<file path="src/hdl/bdf_pkg.sv">
// ============================================================================
// bdf_pkg - shared types and constants for the button debounce state machine
// Holds the state encoding, the next-state table, the configuration register
// indexes and reset values, and the result beat layout.
// ============================================================================
`default_nettype none

package bdf_pkg;

    // Timer width default and config register width
    localparam int TIMER_WIDTH_DEF = 16;
    localparam int CFG_DATA_W      = 16;
    localparam int CFG_INDEX_W     = 2;

    // Register reset values
    localparam logic                  ACTIVE_LEVEL_RST  = 1'b0;
    localparam logic [CFG_DATA_W-1:0] PRESS_TICKS_RST   = 16'd250;
    localparam logic [CFG_DATA_W-1:0] RELEASE_TICKS_RST = 16'd100;

    // Configuration register indexes
    typedef enum logic [CFG_INDEX_W-1:0] {
        CFG_ACTIVE_LEVEL  = 2'd0,
        CFG_PRESS_TICKS   = 2'd1,
        CFG_RELEASE_TICKS = 2'd2
    } cfg_idx_t;

    // Button states
    typedef enum logic [2:0] {
        ST_IDLE         = 3'd0,
        ST_EDGE1        = 3'd1,
        ST_TRIGGERED    = 3'd2,
        ST_PRESSED      = 3'd3,
        ST_PRESS_HOLD   = 3'd4,
        ST_EDGE2        = 3'd5,
        ST_RELEASE_HOLD = 3'd6,
        ST_RELEASED     = 3'd7
    } state_t;

    // One result beat
    typedef struct packed {
        logic   pressed_pulse;
        state_t button_state;
    } result_t;

    // Next-state table, row = current state, column = {timed_out, active}
    localparam logic [2:0] NEXT_TABLE [0:7][0:3] = '{
        '{3'd0, 3'd1, 3'd0, 3'd1},
        '{3'd5, 3'd2, 3'd5, 3'd1},
        '{3'd5, 3'd2, 3'd5, 3'd3},
        '{3'd5, 3'd4, 3'd5, 3'd4},
        '{3'd5, 3'd4, 3'd5, 3'd4},
        '{3'd6, 3'd1, 3'd0, 3'd1},
        '{3'd6, 3'd1, 3'd7, 3'd1},
        '{3'd0, 3'd1, 3'd0, 3'd1}
    };

    function automatic state_t next_state(input state_t cur, input logic [1:0] sel);
        next_state = state_t'(NEXT_TABLE[cur][sel]);
    endfunction

endpackage

`default_nettype wire

</file>
<file path="src/hdl/bdf_core.sv">
// ============================================================================
// bdf_core - state, timeout counter and configuration registers
// Takes one pin sample per accepted beat, steps the timeout counter, looks up
// the next state and produces the result beat in the same cycle.
// ============================================================================
`default_nettype none

module bdf_core #(
    parameter int TIMER_WIDTH = bdf_pkg::TIMER_WIDTH_DEF
) (
    input  wire                               clk,
    input  wire                               rst_n,
    input  wire                               cfg_we,
    input  wire  [bdf_pkg::CFG_INDEX_W-1:0]   cfg_index,
    input  wire  [bdf_pkg::CFG_DATA_W-1:0]    cfg_data,
    input  wire                               accept,
    input  wire                               pin_level,
    input  wire                               tick,
    output bdf_pkg::result_t                  result
);

    logic                            active_level_reg;
    logic [bdf_pkg::CFG_DATA_W-1:0]  press_ticks_reg;
    logic [bdf_pkg::CFG_DATA_W-1:0]  release_ticks_reg;

    bdf_pkg::state_t                 state_reg;
    bdf_pkg::state_t                 state_next;
    logic [TIMER_WIDTH-1:0]          count_reg;
    logic [TIMER_WIDTH-1:0]          count_next;
    logic [TIMER_WIDTH-1:0]          count_dec;
    logic [1:0]                      sel;

    // Write configuration registers
    always_ff @(posedge clk or negedge rst_n)
    begin
        if (!rst_n)
        begin
            active_level_reg  <= bdf_pkg::ACTIVE_LEVEL_RST;
            press_ticks_reg   <= bdf_pkg::PRESS_TICKS_RST;
            release_ticks_reg <= bdf_pkg::RELEASE_TICKS_RST;
        end
        else if (cfg_we)
        begin
            unique case (cfg_index)
                bdf_pkg::CFG_ACTIVE_LEVEL:  active_level_reg  <= cfg_data[0];
                bdf_pkg::CFG_PRESS_TICKS:   press_ticks_reg   <= cfg_data;
                bdf_pkg::CFG_RELEASE_TICKS: release_ticks_reg <= cfg_data;
                default:                    ;
            endcase
        end
    end

    // Count down on a tick, stick at zero
    always_comb
    begin
        if (tick && (count_reg != '0))
            count_dec = count_reg - TIMER_WIDTH'(1);
        else
            count_dec = count_reg;
        sel = {(count_dec == '0), (pin_level == active_level_reg)};
    end

    // Next state
    always_comb
    begin
        state_next = bdf_pkg::next_state(state_reg, sel);
    end

    // Counter reload and result outputs
    always_comb
    begin
        unique case (state_next)
            bdf_pkg::ST_EDGE1: count_next = TIMER_WIDTH'(press_ticks_reg);
            bdf_pkg::ST_EDGE2: count_next = TIMER_WIDTH'(release_ticks_reg);
            default:           count_next = count_dec;
        endcase
        result.button_state  = state_next;
        result.pressed_pulse = (state_next == bdf_pkg::ST_PRESSED);
    end

    // Advance state on each accepted beat
    always_ff @(posedge clk or negedge rst_n)
    begin
        if (!rst_n)
        begin
            state_reg <= bdf_pkg::ST_IDLE;
            count_reg <= '0;
        end
        else if (accept)
        begin
            state_reg <= state_next;
            count_reg <= count_next;
        end
    end

endmodule

`default_nettype wire

</file>
<file path="src/hdl/bdf_outbuf.sv">
// ============================================================================
// bdf_outbuf - result register with skid stage
// Holds result beats for the master side so the slave side keeps flowing
// while the consumer stalls, until the skid register is full as well.
// ============================================================================
`default_nettype none

module bdf_outbuf (
    input  wire                 clk,
    input  wire                 rst_n,
    input  wire                 push,
    input  bdf_pkg::result_t    push_data,
    output logic                ready,
    output logic                out_valid,
    input  wire                 out_ready,
    output bdf_pkg::result_t    out_data
);

    logic               out_valid_reg;
    logic               out_valid_next;
    logic               skid_valid_reg;
    logic               skid_valid_next;
    bdf_pkg::result_t   out_reg;
    bdf_pkg::result_t   out_next;
    bdf_pkg::result_t   skid_reg;
    bdf_pkg::result_t   skid_next;
    logic               pop;

    assign pop       = out_valid_reg && out_ready;
    assign ready     = !skid_valid_reg;
    assign out_valid = out_valid_reg;
    assign out_data  = out_reg;

    // Route beats between result and skid registers
    always_comb
    begin
        out_valid_next  = out_valid_reg;
        skid_valid_next = skid_valid_reg;
        out_next        = out_reg;
        skid_next       = skid_reg;
        if (pop || !out_valid_reg)
        begin
            if (skid_valid_reg)
            begin
                out_next        = skid_reg;
                out_valid_next  = 1'b1;
                skid_valid_next = 1'b0;
            end
            else
            begin
                out_next       = push_data;
                out_valid_next = push;
            end
        end
        else if (push)
        begin
            skid_next       = push_data;
            skid_valid_next = 1'b1;
        end
    end

    // Hold valid flags
    always_ff @(posedge clk or negedge rst_n)
    begin
        if (!rst_n)
        begin
            out_valid_reg  <= 1'b0;
            skid_valid_reg <= 1'b0;
        end
        else
        begin
            out_valid_reg  <= out_valid_next;
            skid_valid_reg <= skid_valid_next;
        end
    end

    // Hold payload
    always_ff @(posedge clk)
    begin
        out_reg  <= out_next;
        skid_reg <= skid_next;
    end

endmodule

`default_nettype wire

</file>
<file path="src/hdl/button_debounce_fsm.sv">
// ============================================================================
// button_debounce_fsm - eight-state button qualifier
// Debounces a sampled button pin against a tick-driven timeout and reports
// the new state with a one-beat pressed pulse for every input beat.
// ============================================================================
//
//   channel   direction  handshake                 payload
//   s_*       in         s_tvalid / s_tready       s_tdata[1:0] = tick, pin_level
//   m_*       out        m_tvalid / m_tready       m_tdata[3:0] = pulse, button_state
//   cfg_*     in         cfg_we (no wait)          cfg_index, cfg_data[15:0]
//
// One beat per cycle while m_tready keeps up; each result is registered in the
// result register after the table lookup, or in the skid register on a stall.
// A two-deep output stage (result plus skid register) keeps s_tready high
// while m_tready stalls with one beat held; s_tready drops only when both hold.
// Reset puts the machine in idle with the timeout counter at zero and loads
// the register defaults: active level 0, press time 250, release time 100.
// ============================================================================
`default_nettype none

module button_debounce_fsm #(
    parameter int TIMER_WIDTH = bdf_pkg::TIMER_WIDTH_DEF
) (
    input  wire                              clk,
    input  wire                              rst_n,
    // slave side
    input  wire                              s_tvalid,
    output logic                             s_tready,
    input  wire  [7:0]                       s_tdata,   // [0] pin_level, [1] tick
    // master side
    output logic                             m_tvalid,
    input  wire                              m_tready,
    output logic [7:0]                       m_tdata,   // [2:0] button_state, [3] pressed_pulse
    // configuration
    input  wire                              cfg_we,
    input  wire  [bdf_pkg::CFG_INDEX_W-1:0]  cfg_index,
    input  wire  [bdf_pkg::CFG_DATA_W-1:0]   cfg_data
);

    logic               accept;
    bdf_pkg::result_t   result;
    bdf_pkg::result_t   out_data;

    assign accept = s_tvalid && s_tready;

    // State machine and timeout counter
    bdf_core #(
        .TIMER_WIDTH (TIMER_WIDTH)
    ) u_core (
        .clk       (clk),
        .rst_n     (rst_n),
        .cfg_we    (cfg_we),
        .cfg_index (cfg_index),
        .cfg_data  (cfg_data),
        .accept    (accept),
        .pin_level (s_tdata[0]),
        .tick      (s_tdata[1]),
        .result    (result)
    );

    // Result register and skid stage
    bdf_outbuf u_outbuf (
        .clk       (clk),
        .rst_n     (rst_n),
        .push      (accept),
        .push_data (result),
        .ready     (s_tready),
        .out_valid (m_tvalid),
        .out_ready (m_tready),
        .out_data  (out_data)
    );

    // Pack the result beat, zero fill to a byte
    assign m_tdata = {4'b0000, out_data};

endmodule

`default_nettype wire

</file>
<file path="config.mk">
export PLATFORM = sky130hd
export DESIGN_NAME = button_debounce_fsm
export DESIGN_NICKNAME = d
export VERILOG_FILES = /design/src/hdl/bdf_pkg.sv /design/src/hdl/bdf_core.sv /design/src/hdl/bdf_outbuf.sv /design/src/hdl/button_debounce_fsm.sv
export SDC_FILE = /design/constraint.sdc
export NUM_CORES = 1
export LEC_CHECK = 0
export BUFFER_PORTS_ARGS = -buffer_cell sky130_fd_sc_hd__buf_2
export CAP_MARGIN = 25
export CELL_PAD_IN_SITES_DETAIL_PLACEMENT = 0
export CELL_PAD_IN_SITES_GLOBAL_PLACEMENT = 1
export CORE_MARGIN = 2
export CORE_UTILIZATION = 35
export DETAILED_ROUTE_END_ITERATION = 10
export MAX_ROUTING_LAYER = met4
export PLACE_DENSITY = 0.72
export SETUP_SLACK_MARGIN = 0.05
export SLEW_MARGIN = 20
export SYNTH_ARGS = -nofsm -noshare
export SYNTH_HDL_FRONTEND = slang
export SYNTH_SLANG_ARGS = --single-unit
</file>
<file path="constraint.sdc">
create_clock -name clk -period 8.6 [get_ports clk]
set_input_delay 0.43 -clock clk [delete_from_list [all_inputs] [get_ports clk]]
set_output_delay 0.43 -clock clk [all_outputs]
set_load 0.1 [all_outputs]
</file>
==> results of run 1 <==
## worst max-delay path: stages (launching register included)
cell and delay [ns]:
sky130_fd_sc_hd__dfrtp_1 0.45, sky130_fd_sc_hd__inv_1 0.09, sky130_fd_sc_hd__ha_1 0.32, sky130_fd_sc_hd__or3b_2 0.52, sky130_fd_sc_hd__o41ai_4 0.44, sky130_fd_sc_hd__inv_1 0.13, sky130_fd_sc_hd__a2bb2oi_2 0.23, sky130_fd_sc_hd__and3_4 0.25
sky130_fd_sc_hd__mux2i_2 0.40, sky130_fd_sc_hd__a211o_1 0.59, sky130_fd_sc_hd__mux2_4 0.35, sky130_fd_sc_hd__a31oi_1 0.13
## path summary, 6_finish.rpt
kind	to	slack, ns	cells after the start
max in group asynchronous	u_core.count_reg[0]$_DFFE_PN0P_	7.94	2
min in group clk	u_outbuf.out_valid$_DFFE_PN0N_	0.33	3
hold reg to reg	u_core.release_ticks_reg[14]$_DFFE_PN0P_	0.50	1
setup reg to reg	u_core.count_reg[2]$_DFFE_PN0P_	4.63	11
hold / removal	u_core.release_ticks_reg[10]$_DFFE_PN0P_	0.19	2
setup / recovery	u_core.count_reg[2]$_DFFE_PN0P_	4.63	11
## per-stage QoR
step | instance area [sq um] | setup slack, ns | hold WS (ns) | instances
CTS | 3890 | 4.64 | 0.225 | 474
global placement | 3690 | 4.67 | 0.481 | 458
detailed placement | 3690 | 4.64 | 0.488 | 458
finish | 3890 | 4.63 | 0.194 | 474
global route | 3890 | 4.35 | 0.254 | 474
floorplan | 3460 | 5.32 | 0.134 | 311
## synthesized netlist by cell type, drive strengths merged, types with 3 or more instances
cell type | instances | share of area
clkbuf | 9 | 0.0098
buf | 10 | 0.023
xor2 | 4 | 0.010
nand3 | 6 | 0.0087
and3 | 4 | 0.0087
or4 | 5 | 0.014
nor3 | 6 | 0.0087
mux2i | 19 | 0.056
or3 | 5 | 0.0091
mux2 | 38 | 0.13
dfstp | 9 | 0.069
o21a | 3 | 0.0065
and2 | 5 | 0.0091
ha | 4 | 0.014
a31oi | 4 | 0.0072
a2bb2oi | 3 | 0.0094
nand2b | 3 | 0.0054
a211oi | 9 | 0.020
dfrtp | 45 | 0.33
inv | 10 | 0.011
nand3b | 4 | 0.0087
nor2 | 15 | 0.016
nor3b | 4 | 0.0087
o21ai | 5 | 0.0072
nor4 | 9 | 0.016
a21oi | 12 | 0.020
nand2 | 21 | 0.023
edfxtp | 8 | 0.070
## metal layers
layer  up-vias  wire (um)  share of wire
met4         0        129          0.018
met2        46       3210           0.45
met3        11        227          0.032
met1      1205       3550           0.50
met5         -          0              0
li1       1192          -              -
## cells by family (layout without fill, tap and decap cells)
kind of cell	count (synthesis)	count (layout)
buffers and inverters	30	60
other	1	4
AND/OR/NAND/NOR	95	95
adder cells (fa/ha/maj)	4	4
XOR/XNOR	6	6
AO/OA/AOI/OAI	53	53
flip-flops	62	62
multiplexers	57	57
## cell type report
class | instances | area, sq um
Clock buffer | 12 | 176
Sequential cell | 62 | 1600
Timing Repair Buffer | 33 | 173
Clock inverter | 4 | 26.3
Inverter | 11 | 41.3
Tap cell | 133 | 166
Fill cell | 974 | 5790
Multi-Input combinational cell | 219 | 1710
## report_power, final
part | switching, uW | internal (uW) | leakage, uW
Clock | 117 | 137 | 0.000100
Combinational | 329 | 225 | 0.000809
Sequential | 92.9 | 394 | 0.000707
## cell usage in the layout (no fill, tap or decap), types with 2 or more instances in the layout
master | synthesis | final
sky130_fd_sc_hd__a211oi_1 | 9 | 9
sky130_fd_sc_hd__a21oi_1 | 10 | 10
sky130_fd_sc_hd__a21oi_2 | 2 | 2
sky130_fd_sc_hd__a2bb2oi_1 | 2 | 2
sky130_fd_sc_hd__a31oi_1 | 4 | 4
sky130_fd_sc_hd__and2_1 | 5 | 5
sky130_fd_sc_hd__and3_1 | 3 | 3
sky130_fd_sc_hd__buf_2 | 3 | 30
sky130_fd_sc_hd__buf_4 | 4 | 3
sky130_fd_sc_hd__clkbuf_8 | 0 | 11
sky130_fd_sc_hd__clkinvlp_4 | 0 | 2
sky130_fd_sc_hd__conb_1 | 1 | 4
sky130_fd_sc_hd__dfrtp_1 | 45 | 45
sky130_fd_sc_hd__dfstp_2 | 9 | 9
sky130_fd_sc_hd__edfxtp_1 | 8 | 8
sky130_fd_sc_hd__ha_1 | 4 | 4
sky130_fd_sc_hd__inv_1 | 10 | 10
sky130_fd_sc_hd__mux2_2 | 37 | 37
sky130_fd_sc_hd__mux2i_1 | 18 | 18
sky130_fd_sc_hd__nand2_1 | 21 | 21
sky130_fd_sc_hd__nand2b_1 | 3 | 3
sky130_fd_sc_hd__nand3_1 | 6 | 6
sky130_fd_sc_hd__nand3b_1 | 4 | 4
sky130_fd_sc_hd__nand4_1 | 2 | 2
sky130_fd_sc_hd__nor2_1 | 15 | 15
sky130_fd_sc_hd__nor3_1 | 6 | 6
sky130_fd_sc_hd__nor3b_1 | 4 | 4
sky130_fd_sc_hd__nor4_1 | 9 | 9
sky130_fd_sc_hd__o21a_1 | 3 | 3
sky130_fd_sc_hd__o21ai_0 | 5 | 5
sky130_fd_sc_hd__o221ai_1 | 2 | 2
sky130_fd_sc_hd__o22ai_1 | 2 | 2
sky130_fd_sc_hd__or3_1 | 5 | 5
sky130_fd_sc_hd__or4_1 | 2 | 2
sky130_fd_sc_hd__or4_4 | 3 | 3
sky130_fd_sc_hd__xnor2_1 | 2 | 2
sky130_fd_sc_hd__xor2_1 | 4 | 4
==> summary by stage, run 1 <==
Timing
Setup violations remaining at the end of the flow were counted as 0. The number of max-slew violations in the final report was 0. Setup repair after global routing left no endpoint under its margin. In the finished design, the share of the clock period the worst path needs comes to 0.462. Across the routed clock network, the largest skew measured is a little under 0.009 ns. The normalized max-slew margin is 0.412. The sum of negative setup slack is 0 ns. The achievable clock frequency is around 250 MHz. The final hold violation count is 0. The transition at the pin with the smallest max-transition slack is 0.880 ns. Subtracting the final worst setup slack from the clock period gives a little under 4 ns.

Global routing
For this run, the total global-route usage over all layers was measured as 0.152. The met3 layer usage reported by global route is 0.0349. Entering global routing, the biggest net connects 55 pins. The via count of the first global-routing pass is approximately 2500. The total congestion overflow after global routing is 0. The met2 track demand over resource is 0.226. In the global route stage, met1 resource usage came out at 0.204. The highest-utilization routing layer at the global route stage is met2.

The first-pass GRT wire length is 12000 um. The number of antenna violations at the first check in global routing came to 0.

Placed design
The detailed placer's ending HPWL is around 5000 um. The last weighted congestion value of the routability-driven placer is ~0.88. The number of port buffers is 30.

Synth
The top flip-flop cell by instance count after synthesis is sky130_fd_sc_hd__dfrtp_1. The dominant combinational cell family by area after synthesis is multiplexers. The part of the Yosys area used for sequential elements is 0.464.

The proportion of synthesized flip-flops having asynchronous set or reset is 0.871. Of the total synthesized cell area, the portion taken by full adders, half adders and majority gates is 0.0145. The compound-cell area share of the yosys netlist came to 0.123. The number of enable flip-flop cells after synthesis is 8. The average cell area after synthesis is 11.2 sq um. Summing every instance area after synthesis gives roughly 3500 sq um. The multiplexer share of the synthesized area is 0.181. The count of unique library cells instantiated by Yosys is 61. Counting every instance in the synthesized netlist gives 308.

Yosys printed 0 warnings. The number of synthesized register bits is just over 60. Of the total synthesized cell area, the portion taken by AND, OR, NAND and NOR gates is 0.156.

Of the total synthesized cell area, the portion taken by XOR and XNOR cells is 0.0152.

Die
The chip width is about 100 um. The area of the die is approximately 11000 sq um. The initial core utilization is 0.356. The boundary pin count is just over 40. Row generation in the floorplan step produced 36 rows. The die extent in y is roughly 100 um. The core region is approximately 9700 sq um.

Clock network
The clock latency reported for the late side of the worst-skew pair is about 0.35 ns. The post-cts gate resize count is 0. The sink count of the clock tree is 62. The clock tree from TritonCTS is built. The tree is rooted in a sky130_fd_sc_hd__clkbuf_8.

For this design, the CTS-stage hold fixing added 0 buffers. The deepest level of the CTS H-tree is 3. The number of clock buffers added by TritonCTS is 9. No sink is reached through more buffers than the 2 on the longest clock path. The clock-pin transition on the worst setup and hold timing paths is ~0.070 ns. After clock tree synthesis, the setup repair step added 0 buffers.

Finish
The core utilization of the finished layout is 0.402. Of the cells placed in the final design, the portion with a size suffix greater than 1 is 0.320. The number of diodes is 0. The number of nets in the finished design is roughly 370. The layout overhead on the synthesized area is 12.8%.

Setup path
The maximum net fanout on the critical path is 16. Data on the critical path arrives at its endpoint at 4.24 ns. STA classifies the critical path endpoint as a flip-flop. The startpoint identified for the worst register-to-register timing path is u_core.count_reg[0]$_DFFE_PN0P_. By startpoint and endpoint, the worst setup path is classified as flip-flop to flip-flop. The nature of the critical path startpoint is a flip-flop. For the worst setup path, the data required time is a little under 9 ns. Tracing the worst setup path back leads to its startpoint at u_core.count_reg[0]$_DFFE_PN0P_.

Drt
The via count is approximately 2500. After detailed routing, the average wire length per cell comes to around 15 um. The routed wire length is 7120 um.

The number of DRC violations after detailed-routing iteration 0 is 223. The number of antenna-violating nets in the routed design is 0. The final routed DRC violation total is 0.

The number of iterations in the first detailed-routing pass is 4. After detailed routing, the number of vias per cell comes to between 5 and 6.

Power and ir drop
The worst-case vdd ir drop is 0.000156 V. Summing internal, switching and leakage power gives 1300 uW. Dividing total power by cell area gives a power density of about 330 nW/um^2. For this design the static power due to leakage is approximately 0.0016 uW.

Worst hold path
The class of the tightest hold or removal check is primary input to asynchronous set/reset pin.

Job
The tool flagged a number of max-cap violations equal to 0.

Status
The run finished with clean final reports.
Note: power is estimated with default switching activity, not from simulation.
==> inputs of run 2 (changes only) <==
==> constraint.sdc (replaced) <==
create_clock -name clk -period 3.7 [get_ports clk]
set_input_delay 0.185 -clock clk [delete_from_list [all_inputs] [get_ports clk]]
set_output_delay 0.185 -clock clk [all_outputs]
set_load 0.1 [all_outputs]
==> summary by stage, run 2 (synthesis gave the netlist of run 1 again) <==
Setup path
Among the stages of the critical path, the cell type that occurs most often is sky130_fd_sc_hd__a211oi_1. The slowest stage of the critical path belongs to the cell sky130_fd_sc_hd__o41ai_4. Data on the critical path is required at its endpoint by roughly 3.9 ns. Walking the worst path, the cells encountered are inv_1, ha_1, or3b_2, o41ai_4, nand2_1, a21oi_2, and3_4, mux2i_2, a211o_2, buf_4, a211oi_1, a211oi_1.

The nature of the critical path startpoint is a flip-flop. In this run the critical register-to-register path is launched from u_core.count_reg[1]$_DFFE_PN0P_. The largest single stage delay on the critical path is ~0.53 ns. The setup slack of the worst register-to-register path is around 0.25 ns. Data arrives at the worst endpoint at roughly 3.7 ns. Of all nets on the critical path, the largest fanout is 8. The setup path with the least slack is of type flip-flop to flip-flop. The length in cells of the worst reg-to-reg path is 12. The endpoint identified for the worst register-to-register timing path is u_core.count_reg[4]$_DFFE_PN0P_.

The critical path endpoint category is a flip-flop.

Worst hold path
The origin of the worst min-delay path is cfg_data[12]. The hold-critical path endpoint is u_core.press_ticks_reg[12]$_DFFE_PN0P_. The number of cells on the worst hold path is 2.

The class of the tightest hold or removal check is primary input to flip-flop.

Finish
The final layout contains a little under 400 nets. The number of diodes is 0. The fraction of final layout cells sized beyond drive strength 1 is 0.365.

In the layout the commonest cells are sky130_fd_sc_hd__dfrtp_1, sky130_fd_sc_hd__mux2_2, sky130_fd_sc_hd__buf_2. The layout overhead on the synthesized area is 18.5%. The commonest non-fill, non-tap cell in the layout is sky130_fd_sc_hd__dfrtp_1.

Clock network
Counting the buffers created by CTS gives 9. The sink count of the clock tree is 62. The H-tree was split into 3 levels. The maximum clock path buffer count is 2. The clock reaches the later pin of the worst-skew pair after between 0.3 and 0.4 ns.

The clock tree from TritonCTS is built. The CTS root buffer is sky130_fd_sc_hd__clkbuf_8. Clock-pin slew was measured on the worst setup and hold paths at roughly 0.080 ns.

Power and ir drop
VDD sags by at most approximately 0.00034 V. Power spread over the standard cell area amounts to between 800 and 900 nW/um^2. The static power due to leakage is 0.00173 uW.

Global routing
Entering global routing, the biggest net connects 55 pins. In the global route stage, overall resource usage came out at 0.151. The number of antenna violations at the first check in global routing is 0. The via count of the first global-routing pass is approximately 2500. The first global-routing pass estimated about 12000 um of wire. Global routing finished with a remaining overflow of 0.

Placed design
Before CTS, the worst setup slack after placement is 0.164 ns. The count of buffers added on input and output ports is 30. Once detailed placement completed, the half-perimeter wirelength came to 5230 um. At the end of routability-driven placement, the weighted congestion stood at between 0.8 and 0.9.

Timing
Setup violations remaining at the end of the flow were counted as 0. Across all setup checks in the final design, the least slack found is 0.254 ns. The final hold violation count is 0.

At the pin with the least slew margin, the transition time is between 0.8 and 0.9 ns. Setup repair after global routing could not meet its margin everywhere. The normalized max-slew margin is 0.412. For this run, the top clock speed supported by timing is between 200 and 300 MHz. The post-route minimum period is around 3.4 ns.

The clock skew is just over 0.009 ns. In the final timing run, aggregate negative setup slack is 0 ns. The number of max-slew violations in the final report is 0. Of the available clock period, the critical path in the final layout requires 0.931.

Die
For this configuration, the core starts out at a cell density of 0.356. The die extent in y is around 100 um. The floorplan step defined a core boundary enclosing 9680 sq um.

During I/O placement, the number of pins put on the boundary was between 40 and 50. The die is between 100 and 150 um wide. The floorplan has 36 rows. The area of the die is approximately 11000 sq um.

Drt
After detailed routing, the average wire length per cell comes to roughly 15 um. The number of antenna-violating nets in the routed design is 0. In this run, the number of DRC markers left after iteration 0 of detailed routing was ~170.

The final routed DRC violation total is 0. The via count is 2545. For this block, the routed nets add up to slightly above 7000 um of wire.

The number of iterations in the first detailed-routing pass is 4. Using the TritonRoute via totals, the vias-per-cell ratio works out to around 5.2.

Job
The max-capacitance violation count is 0.

Status
The run finished with clean final reports.
run 2: timing repair:
action	4_1_cts	5_1_grt
endpoints found under the setup margin	0	8
gates resized for setup	0	7
hold buffers	1	0
hold endpoints to repair	44	0
setup buffers	0	1
run 2: cell type report:
cell class	instances	area [sq um]
Inverter	11	41.3
Tap cell	133	166
Clock buffer	9	124
Fill cell	957	5590
Sequential cell	62	1600
Multi-Input combinational cell	219	1730
Timing Repair Buffer	51	327
Clock inverter	7	96.3
run 2: worst max-delay path, delay by kind of cell (launching register included):
| kind | cells | cell delay (ns) |
|---|---|---|
| multiplexers | 1 | 0.09 |
| adder cells (fa/ha/maj) | 1 | 0.21 |
| flip-flops | 1 | 0.42 |
| AND/OR/NAND/NOR | 3 | 0.88 |
| buffers and inverters | 2 | 0.23 |
| AO/OA/AOI/OAI | 5 | 1.48 |
run 2: routing by layer:
layer | part of all wire | vias to the layer above | GRT usage | routed length (um)
met5 | 0 | - | - | 0
met4 | 0.021 | 0 | 0.0617 | 150
met3 | 0.032 | 11 | 0.0316 | 232
met2 | 0.47 | 50 | 0.227 | 3340
met1 | 0.48 | 1247 | 0.199 | 3420
li1 | - | 1237 | - | -
run 2: metrics by stage:
stage / hold WS, ns / util / cell area, sq um / std cells / power, uW
floorplan: -0.111 / - / 3460 / 311 / 2180
global placement: 0.352 / 0.395 / 3820 / 474 / 2570
detailed placement: 0.357 / 0.395 / 3820 / 474 / 2600
CTS: 0.0708 / 0.418 / 4050 / 491 / 3270
global route: 0.0681 / 0.422 / 4090 / 492 / 3500
finish: 0.0853 / 0.422 / 4090 / 492 / 3270
run 2: how the worst max path moves through the flow:
stage	endpoint	slack, ns	startpoint
final	u_core.count_reg[4]$_DFFE_PN0P_	0.25	u_core.count_reg[1]$_DFFE_PN0P_
after global routing	u_core.count_reg[4]$_DFFE_PN0P_	0.04	u_core.count_reg[1]$_DFFE_PN0P_
after CTS	u_core.count_reg[1]$_DFFE_PN0P_	0.16	u_core.count_reg[1]$_DFFE_PN0P_
after detailed placement	u_core.count_reg[1]$_DFFE_PN0P_	0.16	u_core.count_reg[1]$_DFFE_PN0P_
after global placement	u_core.count_reg[1]$_DFFE_PN0P_	0.26	u_core.count_reg[1]$_DFFE_PN0P_
after floorplan	u_outbuf.out_data[3]$_DFFE_PN_	0.42	u_core.count_reg[0]$_DFFE_PN0P_
run 2: where the power goes:
part	leakage, uW	internal, uW	total [uW]	switching [uW]
Combinational	0.000909	678	1520	842
Sequential	0.000707	916	1090	178
Clock	0.000110	382	660	278
==> inputs of run 3 (changes only) <==
--- a/config.mk
+++ b/config.mk
@@ -14,6 +14,7 @@
 export DETAILED_ROUTE_END_ITERATION = 10
 export MAX_ROUTING_LAYER = met4
 export PLACE_DENSITY = 0.72
+export RECOVER_POWER = 50
 export SETUP_SLACK_MARGIN = 0.05
 export SLEW_MARGIN = 20
 export SYNTH_ARGS = -nofsm -noshare
==> summary by stage, run 3 (synthesis gave the netlist of run 1 again) <==
Setup path
In this run the critical register-to-register path is captured at u_core.count_reg[4]$_DFFE_PN0P_. In this run the worst setup path terminates at u_core.count_reg[4]$_DFFE_PN0P_. Walking the worst path, the cells encountered are inv_1, ha_1, or3b_2, o41ai_4, nand2_1, a21oi_2, and3_4, mux2i_2, a211o_2, buf_4, a211oi_1, a211oi_1. In this design, the stage delay of the slowest critical-path cell is approximately 0.53 ns. The library cell contributing the largest single delay on the critical path is sky130_fd_sc_hd__o41ai_4.

The maximum net fanout on the critical path is 8. The worst register-to-register path has a depth of 12. The setup check on the worst reg-to-reg path leaves a slack of 0.25 ns. At the worst endpoint, the required time is between 3 and 4 ns. The worst setup path is captured at a flip-flop. The data arrival time of the critical path is ~3.7 ns. STA classifies the critical path startpoint as a flip-flop. Together, buffers and inverters on the worst path number 2. The category of the critical setup timing path is flip-flop to flip-flop. In this design, the critical path's most frequently occurring cell is sky130_fd_sc_hd__a211oi_1. In this run the critical register-to-register path is launched from u_core.count_reg[1]$_DFFE_PN0P_.

The first element of the critical path is u_core.count_reg[1]$_DFFE_PN0P_. The kind of cell with the highest combined delay along the critical path is compound AO/OA/AOI/OAI gates. In this run the number of cells on the critical path is 12.

Power and ir drop
The worst-case vdd ir drop is between 0.0003 and 0.0004 V. For this design the total switching power over the nets is 1300 uW. The ratio of total power to cell area is 801 nW/um^2. The net switching fraction of the power is 0.397. The completed layout was analyzed and its total power is about 3300 uW. Of the total power, the clock network draws 0.202. In this run the static leakage power is ~0.0017 uW. The sequential power share is 0.335.

The internal portion of the total power is around 2000 uW. The logic gate share of total power is 0.464.

Timing
For the final database, setup skew stands at 0.00931 ns. The final count of negative-setup-slack endpoints is 0. The achievable clock frequency is between 200 and 300 MHz. At the pin with the least slew margin, the transition time is between 2 and 3 ns. The final hold violation count was 0. After routing, the total negative slack on setup checks comes to 0 ns. The normalized max-slew margin is -0.943. The number of max-slew violations in the final report is 55. Setup repair after global routing could not meet its margin everywhere. The post-route minimum period is around 3.4 ns. In the finished design, the share of the clock period the worst path needs comes to 0.931.

Drt
The first detailed-routing pass took 4 iterations. Using the TritonRoute via totals, the vias-per-cell ratio works out to 5.17. After detailed routing, the total wire length is 7150 um. In the final routed layout, each cell accounts on average for around 15 um. The via count is around 2500. In this run, the number of DRC markers left after iteration 0 of detailed routing was around 170. After detailed routing, the number of remaining DRC violations is 0. In this run the remaining antenna-violating nets after routing total 0.

Worst hold path
The class of the tightest hold or removal check is primary input to flip-flop.

Status
The checks that failed: max-capacitance violations, max-slew violations. The run finished, with violations left.

Clock network
Counting every sink on the clock net gives just over 60. In this run, CTS created clock tree buffers numbering 9. Clock-pin slew was measured on the worst setup and hold paths at roughly 0.08 ns. No sink is reached through more buffers than the 2 on the longest clock path. TritonCTS built the clock tree.

The deepest level of the CTS H-tree is 3. The CTS root buffer is sky130_fd_sc_hd__clkbuf_8. The clock latency reported for the late side of the worst-skew pair is 0.34 ns.

Global routing
The number of antenna violations at the first check in global routing came to 0. The via count of the first global-routing pass is roughly 2500. The pin count of the biggest net entering global routing is 55. The total congestion overflow after global routing is 0. In the global route stage, overall resource usage came out at 0.151. The first global-routing pass estimated roughly 12000 um of wire.

Job
The tool flagged a number of max-cap violations equal to 1.

Finish
0 antenna diodes ended up in the layout. Of the cells placed in the final design, the portion with a size suffix greater than 1 is 0.354. The layout overhead on the synthesized area is 18.3%. The area of all sequential standard cells is 1600 sq um. The post-route non-filler standard cell count is about 490. The net count of the finished layout is ~400. The layout filler cell count is between 900 and 1000. In the layout the commonest cells are sky130_fd_sc_hd__dfrtp_1, sky130_fd_sc_hd__mux2_2, sky130_fd_sc_hd__buf_2. Measured on the finished design, the core utilization comes to 0.422. The area occupied by multi-input gates is between 1500 and 2000 sq um. Leaving out fill and tap cells, the most frequent cell in the layout is sky130_fd_sc_hd__dfrtp_1.

Placed design
Detailed placement ended at an HPWL of approximately 5200 um. The last weighted congestion value of the routability-driven placer is between 0.8 and 0.9. The number of placed instances, taps included, is 474.

The number of port buffers is 30.

Die
The area of the die is 10700 sq um. The core area is 9680 sq um. 41 I/O pins were placed. From left edge to right edge, the die measures approximately 100 um. The placement row count is 36. The initial utilization of the core area, before any placement, comes to 0.356. The die extent in y is 103 um.
-- run 3: changes by cell type in the layout (fill, tap and decap cells not counted), sizes merged --
cell | previous run | this run
buf | 50 | 46
clkbuf | 9 | 13
-- run 3: worst min-delay path by stage --
stage | startpoint | to | slack [ns] | cells past startpoint
after floorplan | rst_n | u_core.active_level_reg$_DFFE_PN0P_ | -0.11 | 0
after global placement | rst_n | u_core.press_ticks_reg[12]$_DFFE_PN0P_ | 0.35 | 2
after detailed placement | rst_n | u_core.press_ticks_reg[12]$_DFFE_PN0P_ | 0.36 | 2
after CTS | cfg_data[12] | u_core.press_ticks_reg[12]$_DFFE_PN0P_ | 0.07 | 2
after global routing | cfg_data[12] | u_core.press_ticks_reg[12]$_DFFE_PN0P_ | 0.07 | 2
final | cfg_data[12] | u_core.press_ticks_reg[12]$_DFFE_PN0P_ | 0.09 | 2
-- run 3: per-stage QoR --
step	setup WS, ns	instance area (sq um)	hold WS [ns]
after floorplan	0.419	3460	-0.111
after global placement	0.256	3820	0.352
after detailed placement	0.164	3820	0.357
after CTS	0.164	4050	0.0708
after global routing	0.0363	4080	0.0681
final	0.254	4080	0.0853
-- run 3: what timing repair did --
item / CTS / global route
setup buffers: 0 / 1
endpoints found under the hold margin: 44 / 0
hold buffers: 1 / 0
resized for setup: 0 / 7
setup endpoints to repair: 0 / 8
-- run 3: final cells by class --
class                   count  area share
multi-input cells         219       0.424
inverters                  11      0.0101
repair buffers             51      0.0781
flip-flops and latches     62       0.393
clock inverters             7      0.0236
clock buffers               9      0.0303
well taps                 133      0.0408
-- run 3: power groups by stage --
stage	clock network [uW]	registers (uW)	logic (uW)
finish	660	1090	1520
global route	705	1130	1660
CTS	681	1090	1500
detailed placement	0	1110	1490
global placement	0	1100	1480
floorplan	0	1180	997
-- run 3: metal layers --
metal	wire length (um)	part of all wire	GRT usage	vias up
met5	0	0	-	-
met4	150	0.021	0.0617	0
met3	234	0.033	0.0316	11
met2	3340	0.47	0.227	51
met1	3420	0.48	0.199	1246
li1	-	-	-	1237
